<file path="src/sv/bitplane_to_chunky_converter_unit_defines.svh">
// ----------------------------------------------------------------------------
// Bitplane to chunky converter assertion macros
// Shared concurrent assertion forms, clocked on clk and disabled in reset.
// ----------------------------------------------------------------------------
`ifndef BITPLANE_TO_CHUNKY_CONVERTER_UNIT_DEFINES_SVH
`define BITPLANE_TO_CHUNKY_CONVERTER_UNIT_DEFINES_SVH

// Consequent must hold in the same cycle as the antecedent.
`define B2C_ASSERT_HOLD(name, ante, cons) \
  name: assert property (@(posedge clk) disable iff (rst) (ante) |-> (cons)) \
    else $error("b2c assertion failed");

// Consequent must hold in the cycle after the antecedent.
`define B2C_ASSERT_NEXT(name, ante, cons) \
  name: assert property (@(posedge clk) disable iff (rst) (ante) |=> (cons)) \
    else $error("b2c assertion failed");

`endif

</file>
<file path="src/sv/b2c_pkg.sv">
// ----------------------------------------------------------------------------
// b2c_pkg
// Constants, register indexes and shared types of the bitplane converter.
// ----------------------------------------------------------------------------
`default_nettype none

package b2c_pkg;

  localparam int MAX_WIDTH    = 1024;
  localparam int MAX_PLANES   = 8;
  localparam int HEIGHT_LIMIT = 1024;

  localparam int ROW_STRIDE  = ((MAX_WIDTH + 15) / 16) * 2;
  localparam int STORE_LANES = (MAX_PLANES > 1) ? MAX_PLANES - 1 : 1;
  localparam int STORE_W     = STORE_LANES * 8;

  localparam int BP_W    = (ROW_STRIDE > 1) ? $clog2(ROW_STRIDE) : 1;
  localparam int PLANE_W = (MAX_PLANES > 1) ? $clog2(MAX_PLANES) : 1;
  localparam int ROW_W   = $clog2(HEIGHT_LIMIT);
  localparam int DIM_W   = 11;
  localparam int PL_W    = 4;
  localparam int RB_W    = $clog2(ROW_STRIDE + 1);
  localparam int SH_W    = 2;
  localparam int N_W     = 4;
  localparam int IDX_W   = 3;
  localparam int CMP_W   = ((BP_W + 4) > (DIM_W + 1)) ? BP_W + 4 : DIM_W + 1;
  localparam int PC_W    = PL_W + 1;

  localparam int PADDR_W    = 5;
  localparam int APB_DATA_W = 32;
  localparam int REG_IDX_W  = 3;

  localparam logic [REG_IDX_W-1:0] REG_IMAGE_WIDTH  = 3'd0;
  localparam logic [REG_IDX_W-1:0] REG_IMAGE_HEIGHT = 3'd1;
  localparam logic [REG_IDX_W-1:0] REG_FILE_PLANES  = 3'd2;
  localparam logic [REG_IDX_W-1:0] REG_USED_PLANES  = 3'd3;
  localparam logic [REG_IDX_W-1:0] REG_PACK_ENABLE  = 3'd4;

  localparam logic [DIM_W-1:0] RST_IMAGE_WIDTH  = 11'd320;
  localparam logic [DIM_W-1:0] RST_IMAGE_HEIGHT = 11'd200;
  localparam logic [PL_W-1:0]  RST_FILE_PLANES  = 4'd5;
  localparam logic [PL_W-1:0]  RST_USED_PLANES  = 4'd5;

  typedef struct packed {
    logic [DIM_W-1:0] limit;
    logic [RB_W-1:0]  rowbytes;
    logic [DIM_W-1:0] height;
    logic [PL_W-1:0]  fp;
    logic [PL_W-1:0]  up;
    logic [SH_W-1:0]  ppb_log;
  } cfg_t;

  typedef struct packed {
    logic               we;
    logic               re;
    logic [BP_W-1:0]    addr;
    logic [STORE_LANES-1:0] wbe;
    logic [STORE_W-1:0] wdata;
  } ram_req_t;

  typedef struct packed {
    logic            valid;
    logic [7:0]      data;
    logic [BP_W-1:0] bp;
    logic            last_row;
  } col_req_t;

endpackage

`default_nettype wire

</file>
<file path="src/sv/b2c_regs.sv">
// ----------------------------------------------------------------------------
// b2c_regs
// Configuration register file with clamping of the raw settings.
// ----------------------------------------------------------------------------
`default_nettype none

module b2c_regs import b2c_pkg::*; (
  input  logic                  clk,
  input  logic                  rst,
  input  logic                  psel,
  input  logic                  penable,
  input  logic                  pwrite,
  input  logic [PADDR_W-1:0]    paddr,
  input  logic [APB_DATA_W-1:0] pwdata,
  output logic [APB_DATA_W-1:0] prdata,
  output logic                  pready,
  output cfg_t                  cfg
);

  logic [DIM_W-1:0]     image_width;
  logic [DIM_W-1:0]     image_height;
  logic [PL_W-1:0]      file_planes;
  logic [PL_W-1:0]      used_planes;
  logic                 pack_enable;
  logic [REG_IDX_W-1:0] reg_idx;
  logic                 wr;
  logic [DIM_W-1:0]     w;
  logic [DIM_W:0]       wsum;
  logic [PL_W-1:0]      fp;
  logic [PL_W-1:0]      up;
  logic                 pack;

  assign pready  = 1'b1;
  assign reg_idx = paddr[PADDR_W-1:2];
  assign wr      = psel && penable && pwrite;

  always_ff @(posedge clk) begin
    if (rst) begin
      image_width  <= RST_IMAGE_WIDTH;
      image_height <= RST_IMAGE_HEIGHT;
      file_planes  <= RST_FILE_PLANES;
      used_planes  <= RST_USED_PLANES;
      pack_enable  <= 1'b0;
    end else if (wr) begin
      unique case (reg_idx)
        REG_IMAGE_WIDTH:  image_width  <= pwdata[DIM_W-1:0];
        REG_IMAGE_HEIGHT: image_height <= pwdata[DIM_W-1:0];
        REG_FILE_PLANES:  file_planes  <= pwdata[PL_W-1:0];
        REG_USED_PLANES:  used_planes  <= pwdata[PL_W-1:0];
        REG_PACK_ENABLE:  pack_enable  <= pwdata[0];
        default: ;
      endcase
    end
  end

  always_comb begin
    unique case (reg_idx)
      REG_IMAGE_WIDTH:  prdata = APB_DATA_W'(image_width);
      REG_IMAGE_HEIGHT: prdata = APB_DATA_W'(image_height);
      REG_FILE_PLANES:  prdata = APB_DATA_W'(file_planes);
      REG_USED_PLANES:  prdata = APB_DATA_W'(used_planes);
      REG_PACK_ENABLE:  prdata = APB_DATA_W'(pack_enable);
      default:          prdata = '0;
    endcase
  end

  always_comb begin
    if (image_width == '0) begin
      w = DIM_W'(1);
    end else if (image_width > DIM_W'(MAX_WIDTH)) begin
      w = DIM_W'(MAX_WIDTH);
    end else begin
      w = image_width;
    end

    if (image_height == '0) begin
      cfg.height = DIM_W'(1);
    end else if (image_height > DIM_W'(HEIGHT_LIMIT)) begin
      cfg.height = DIM_W'(HEIGHT_LIMIT);
    end else begin
      cfg.height = image_height;
    end

    if (file_planes == '0) begin
      fp = PL_W'(1);
    end else if (file_planes > PL_W'(MAX_PLANES)) begin
      fp = PL_W'(MAX_PLANES);
    end else begin
      fp = file_planes;
    end

    if (used_planes == '0) begin
      up = PL_W'(1);
    end else if (used_planes > fp) begin
      up = fp;
    end else begin
      up = used_planes;
    end

    pack = pack_enable && (up == PL_W'(1) || up == PL_W'(2) || up == PL_W'(4));

    priority if (!pack) begin
      cfg.ppb_log = SH_W'(0);
    end else if (up == PL_W'(1)) begin
      cfg.ppb_log = SH_W'(3);
    end else if (up == PL_W'(2)) begin
      cfg.ppb_log = SH_W'(2);
    end else begin
      cfg.ppb_log = SH_W'(1);
    end

    wsum         = (DIM_W + 1)'(w) + (DIM_W + 1)'(15);
    cfg.rowbytes = RB_W'({wsum[DIM_W:4], 1'b0});
    cfg.limit    = (w >> cfg.ppb_log) << cfg.ppb_log;
    cfg.fp       = fp;
    cfg.up       = up;
  end

endmodule

`default_nettype wire

</file>
<file path="config.mk">
export PLATFORM = sky130hd
export DESIGN_NAME = b2c_regs
export DESIGN_NICKNAME = d
export VERILOG_FILES = /design/src/sv/bitplane_to_chunky_converter_unit_defines.svh /design/src/sv/b2c_pkg.sv /design/src/sv/b2c_regs.sv
export SDC_FILE = /design/constraint.sdc
export NUM_CORES = 1
export LEC_CHECK = 0
export BUFFER_PORTS_ARGS = -buffer_cell sky130_fd_sc_hd__buf_2
export CAP_MARGIN = 20
export CORE_MARGIN = 3
export CORE_UTILIZATION = 46
export CTS_CLUSTER_SIZE = 40
export DETAILED_ROUTE_END_ITERATION = 6
export PLACE_DENSITY = 0.81
export SLEW_MARGIN = 20
export SYNTH_ARGS = -nofsm -noshare
export SYNTH_HDL_FRONTEND = slang
export SYNTH_SLANG_ARGS = --single-unit
</file>
<file path="constraint.sdc">
create_clock -name clk -period 3.54 [get_ports clk]
set_input_delay 0.708 -clock clk [delete_from_list [all_inputs] [get_ports clk]]
set_output_delay 0.708 -clock clk [all_outputs]
set_load 0.1 [all_outputs]
</file>
==> results by group, run 1 <==
CTS
  • Clk buf depth: 2
  • Clk root buf: clkbuf_8
  • Sink Count: 31
  • CTS tree: yes
  • Clk slew on worst S/H paths: 60 ps
  • Clk_lat worst skew: 280 ps
  • CTS buffer count: 5
  • H-tree depth: 2

Worst hold path
  • Hold Path Cell Cnt: 2
  • Worst hold path type: reg -> reg
  • Hold Crit Start: image_height[9]

Worst setup path
  • R2r worst-path depth: 2
  • Critical Path RT: 2830 ps
  • Critical path buffers and inverters: 3
  • Crit-path cells: clkinv_1 -> nand2_1 -> ha_1 -> nor2b_2 -> o211ai_2 -> a2111oi_4 -> a211oi_4 -> buf_4 -> xor2_1 -> and3_4 -> buf_12
  • Worst Setup Start Kind: register
  • FF-to-FF Start: image_width[10]
  • Endpoint class of the critical path: output port
  • Crit path kind: reg -> out
  • Worst Path Max Fanout: 4
  • Top Family by Delay on Critical Path: compound AO/OA/AOI/OAI gates
  • CP peak stage delay: 330 ps
  • Crit path DAT: 2740 ps
  • Crit. path cell count: 11
  • Worst setup path start: file_planes[3]
  • Slowest CP cell: dfxtp_1

Cells and area
  • Register area: 623 µm²
  • Post-layout util: 63.7%
  • FILL cells: 382
  • Syn-to-layout area delta: 28.8%
  • Area occupied by multi-input gates: 1580 µm²
  • Share of layout cells above drive strength 1: 33.7%
  • Nets: 398
  • # diodes: 0
  • Design area: 2890 µm²

Detailed routing
  • Total Wirelength: 5800 µm
  • Initial DRC count: 110
  • Residual DRC: 0
  • Via Count: 2,147
  • First-pass DRT Iterations: 4
  • WL per Instance: 13.9 µm
  • Vias/cell: 5.14
  • Post-route antenna net violation count: 0

Die
  • Initial core utilization: 49.5%
  • Die width: 75.8 µm
  • FP Rows: 24
  • Die area: 5750 µm²
  • Chip Height: 75.8 µm
  • Core box area: 4530 µm²
  • I/O pin cnt: 115

Status
  • Status: completed

Global routing
  • Number of global-route vias before repair: 1,879
  • GRT overflow: 0
  • First-pass GRT wire length: 8820 µm
  • Gr usage total: 19.8%
  • Initial antenna violation count: 0
  • Largest net degree at the start of global routing: 32

Synth
  • Cell area after synthesis: 2240 µm²
  • Synth cell types: 48
  • Register area share after synthesis: 27.7%
  • Syn Area/Cell: 7.74 µm²
  • #FFs+latches synth: 31
  • Post-Syn Instances: 290
  • Yosys Warn Count: 0
  • Asr flop ratio synth: 0%
  • Main synth FF type: dfxtp_1
  • Post-synth EDFFs: 0

Timing
  • Final WS setup: 95.9 ps
  • Fmax: 290 MHz
  • Post-Route Setup TNS: 0 ps
  • Worst-Margin Slew: 732 ps
  • Final count of hold timing violations: 0
  • Setup violators final: 0
  • Max_slew headroom: 51.0%
  • Crit share post-route: 97.3%
  • Minimum clock period: 3440 ps
  • Worst Skew: 0 ps
  • Fin. max-slew vios: 0
  • Final Hold Slack: 488 ps

Power
  • Sequential power share: 38.2%
  • Pleak: 0.00127 µW
  • Int Pwr: 575 µW
  • Sw power: 359 µW
  • PwrDens: 324 nW/µm²
  • Switch share: 38.5%
  • Clock network fraction of design power: 32.4%
  • Peak VDD IR: 219 µV
  • Combinational power share: 29.4%

Job
  • Max_cap viols: 0

Place
  • IO buf count: 68
  • Dpl ws: 306 ps
  • RD Place Congestion: 0.893
  • Post-DP HPWL: 4430 µm
  • Placed cell area: 2740 µm²
metal layers:
metal / vias to the layer above / track usage (%) / wire, µm
met2: 86 / 32.2 / 2880
met1: 1000 / 27.1 / 2480
met4: 0 / 6.02 / 66
met3: 7 / 2.64 / 381
met5: - / 0 / 0
li1: 1054 / - / -
metrics by stage:
| step | cells | power [µW] |
|---|---|---|
| 6_report | 418 | 935 |
| 5_1_grt | 418 | 964 |
| 4_1_cts | 416 | 928 |
| 3_5_place_dp | 408 | 632 |
| 3_3_place_gp | 408 | 630 |
| 2_1_floorplan | 311 | 618 |
layout make-up:
type	count	area share [%]
Multi-Input combinational cell	229	54.8
Timing Repair Buffer	74	15.9
Inverter	11	1.43
Tap cell	65	2.82
Sequential cell	31	21.6
Clock buffer	8	3.46
cell usage in the layout (no fill, tap or decap), drive strengths merged, types with 2 or more instances in the layout:
cell type / synthesis / layout
mux4: 4 / 4
dfxtp: 31 / 31
a211o: 4 / 4
a21oi: 21 / 21
a21o: 2 / 2
nor2b: 18 / 18
and2: 5 / 5
nor2: 29 / 29
mux2i: 15 / 15
xnor2: 4 / 4
nand3b: 5 / 5
xor2: 4 / 4
nand2: 53 / 53
or2: 3 / 3
a211oi: 4 / 4
ha: 4 / 4
buf: 28 / 74
and3: 4 / 4
nor3: 7 / 7
clkbuf: 12 / 8
conb: 2 / 23
inv: 10 / 10
nor4: 4 / 4
repair_timing:
| action | in CTS | in global routing |
|---|---|---|
| endpoints found under the hold margin | 0 | 0 |
| resized for setup | 0 | 6 |
| setup buffers | 0 | 2 |
| endpoints found under the setup margin | 0 | 4 |
| hold buffers | 0 | 0 |
state kept, by name, summed over array words and instances (netlist names):
register / count
image_width: 11
used_planes: 4
file_planes: 4
image_height: 11
pack_enable: 1
final timing paths:
kind / endpoint / slack [ps]
worst min register to register: image_height[9] / 490
worst max-delay path: cfg[0] / 100
worst min-delay path: image_height[9] / 490
worst max register to register: image_width[10] / 2410
Yosys cell counts, types with 4 or more instances:
library cell | instances | area share (%)
nand2_1 | 53 | 8.9
dfxtp_1 | 31 | 28
nor2_1 | 28 | 4.7
buf_4 | 23 | 7.7
a21oi_1 | 21 | 4.7
nor2b_1 | 17 | 4.7
mux2i_1 | 15 | 6.7
clkbuf_1 | 12 | 2.0
inv_1 | 10 | 1.7
nor3_1 | 7 | 1.6
and2_1 | 5 | 1.4
buf_2 | 5 | 1.1
nand3b_1 | 5 | 1.7
a211o_1 | 4 | 1.6
ha_1 | 4 | 2.2
mux4_2 | 4 | 4.0
xnor2_1 | 4 | 1.6
xor2_1 | 4 | 1.6
power groups by stage:
stage          Sequential (µW)  Combinational [µW]  Clock [µW]
2_1_floorplan              363                 255           0
3_3_place_gp               364                 266           0
3_5_place_dp               364                 267           0
4_1_cts                    357                 268         304
5_1_grt                    357                 285         322
6_report                   357                 275         303
worst min-delay path: stages (launching register included):
cell     delay [ps]
dfxtp_1         330
nand2_1          60
a21oi_1          50
kinds of logic (layout without fill, tap and decap cells):
family / count (synthesis) / after routing / synth area share (%)
xor gates and xnor gates: 8 / 8 / 3.12
and+or+nand+nor: 134 / 134 / 29.9
DFF: 31 / 31 / 27.7
other: 2 / 23 / 0.335
AOI/OAI and AO/OA: 41 / 41 / 13.4
buffers and inverters: 51 / 93 / 12.7
adders and majority gates: 4 / 4 / 2.23
muxes: 19 / 19 / 10.7
Power figures use the tool's default switching activity.
==> inputs of run 2 (changes only) <==
PLACE_DENSITY = default   (was 0.81)
PLACE_DENSITY_LB_ADDON = 0.3   (was default)
==> results by group, run 2 (synthesis results as in run 1) <==
Detailed routing
  • Vias/cell: 5.08 (was 5.14)
  • First-pass DRT Iterations: 4 (unchanged)
  • Via Count: 2,128 (was 2,147)
  • WL per Instance: 13.9 µm (about the same)
  • Post-route antenna net violation count: 0 (unchanged)
  • Initial DRC count: 90 (was 110)
  • Total Wirelength: 5830 µm (was 5800 µm)
  • Residual DRC: 0 (unchanged)

Cells and area
  • Share of layout cells above drive strength 1: 34.5% (was 33.7%)
  • Commonest cells after routing, fill and taps aside: buf_2, nand2_1, dfxtp_1 (unchanged)
  • # diodes: 0 (unchanged)
  • Post-layout util: 63.8% (was 63.7%)
  • Syn-to-layout area delta: 29.0% (was 28.8%)
  • Top Registers: image_height: 11 flops, image_width: 11 flops (unchanged)
  • Most common cell after layout, fill and taps aside: buf_2 (unchanged)
  • Nets: 399 (was 398)
  • Finished Layout Cells: 419 (was 418)
  • FILL cells: 397 (was 382)

Worst setup path
  • Worst Path Max Fanout: 6 (was 4)
  • Slowest CP cell: a211oi_4 (was dfxtp_1)
  • Crit path DAT: 2720 ps (was 2740 ps)
  • Crit-path cells: inv_2 -> nand2_2 -> ha_1 -> nor2b_2 -> o211ai_2 -> a21o_4 -> a211oi_4 -> xor2_2 -> a311oi_4 -> buf_12 (was clkinv_1 -> nand2_1 -> ha_1 -> nor2b_2 -> o211ai_2 -> a2111oi_4 -> a211oi_4 -> buf_4 -> xor2_1 -> and3_4 -> buf_12)
  • CP peak stage delay: 350 ps (was 330 ps)
  • Endpoint class of the critical path: output port (unchanged)
  • Worst Setup Start Kind: register (unchanged)
  • Critical Path RT: 2830 ps (about the same)
  • Crit path kind: reg -> out (unchanged)

CTS
  • CTS tree: yes (unchanged)
  • CTS buffer count: 5 (unchanged)
  • Clk root buf: clkbuf_8 (unchanged)
  • H-tree depth: 2 (unchanged)
  • Sink Count: 31 (unchanged)
  • Clk buf depth: 2 (unchanged)
  • Clk slew on worst S/H paths: 60 ps (about the same)
  • Clk_lat worst skew: 270 ps (was 280 ps)

Global routing
  • GRT overflow: 0 (unchanged)
  • First-pass GRT wire length: 8850 µm (was 8820 µm)
  • Number of global-route vias before repair: 1,877 (was 1,879)
  • Largest net degree at the start of global routing: 32 (unchanged)
  • Gr usage total: 20.1% (was 19.8%)
  • Initial antenna violation count: 0 (unchanged)

Timing
  • Final count of hold timing violations: 0 (unchanged)
  • Max_slew headroom: 49.8% (was 51.0%)
  • Final Hold Slack: 494 ps (was 488 ps)
  • Fmax: 292 MHz (was 290 MHz)
  • Crit share post-route: 96.8% (was 97.3%)
  • Final WS setup: 113 ps (was 95.9 ps)
  • Worst Skew: 0 ps (unchanged)
  • Setup violators final: 0 (unchanged)
  • Worst-Margin Slew: 750 ps (was 732 ps)
  • Fin. max-slew vios: 0 (unchanged)
  • Minimum clock period: 3430 ps (was 3440 ps)

Power
  • Total power: 931 µW (was 935 µW)
  • PwrDens: 322 nW/µm² (was 324 nW/µm²)
  • Peak VDD IR: 277 µV (was 219 µV)
  • Pleak: 0.00127 µW (about the same)

Status
  • Status: completed (unchanged)

Place
  • RD Place Congestion: 0.885 (was 0.893)
  • Post-DP HPWL: 4400 µm (was 4430 µm)
  • Placed insts: 409 (was 408)
  • IO buf count: 68 (unchanged)
  • Dpl ws: 304 ps (was 306 ps)

Die
  • Chip Height: 75.8 µm (unchanged)
  • FP Rows: 24 (unchanged)
  • Die area: 5750 µm² (unchanged)
  • Die width: 75.8 µm (unchanged)
  • Initial core utilization: 49.5% (unchanged)
  • I/O pin cnt: 115 (unchanged)
  • Core box area: 4530 µm² (unchanged)

Job
  • Max_cap viols: 0 (unchanged)

Worst hold path
  • Worst hold path type: reg -> reg (unchanged)
## run 2: final timing paths
check,start,endpoint,slack (ps),cells after the start
hold / removal,image_height[4],image_height[4],490,2
hold reg to reg,image_height[4],image_height[4],490,2
setup / recovery,file_planes[3],cfg[30],110,10
setup reg to reg,used_planes[2],used_planes[2],2520,3
## run 2: repair_timing
action                                  in CTS  in global routing
hold buffers                                 0                  0
hold endpoints to repair                     0                  0
buffers inserted                             0                  2
endpoints found under the setup margin       1                  4
resized for setup                            1                  6
pin swaps                                    0                  3
## run 2: routing by layer
| metal | track usage [%] | vias to the layer above | part of all wire (%) |
|---|---|---|---|
| met1 | 27.8 | 970 | 45 |
| met3 | 2.64 | 6 | 6.3 |
| met2 | 32.2 | 89 | 47 |
| li1 | - | 1063 | - |
| met4 | 6.41 | 0 | 1.2 |
| met5 | 0 | - | 0 |
## run 2: report_power, final
part	internal (µW)	switching, µW	leakage [µW]
Sequential	352	4.60	0.000250
Combinational	45.6	229	0.000969
Clock	177	122	0.0000515
## run 2: worst max-delay path, delay by kind of cell (launching register included)
kind / cells / cell delay (ps)
XOR/XNOR: 1 / 150
flip-flops: 1 / 320
AND/OR/NAND/NOR: 2 / 240
adder cells (fa/ha/maj): 1 / 300
AO/OA/AOI/OAI: 4 / 1110
buffers and inverters: 2 / 310
## run 2: final cells by class
cell class / count / area [µm²] / area share (%)
Timing Repair Buffer: 75 / 468 / 16.2
Multi-Input combinational cell: 229 / 1580 / 54.6
Clock buffer: 8 / 100 / 3.46
Sequential cell: 31 / 623 / 21.5
Tap cell: 65 / 81.3 / 2.81
Inverter: 11 / 41.3 / 1.43
## run 2: stage by stage
step	TNS [ps]	area (µm²)
floorplan	-577	2460
global placement	0	2750
detailed placement	0	2750
CTS	0	2860
global route	-1.71	2890
finish	0	2890
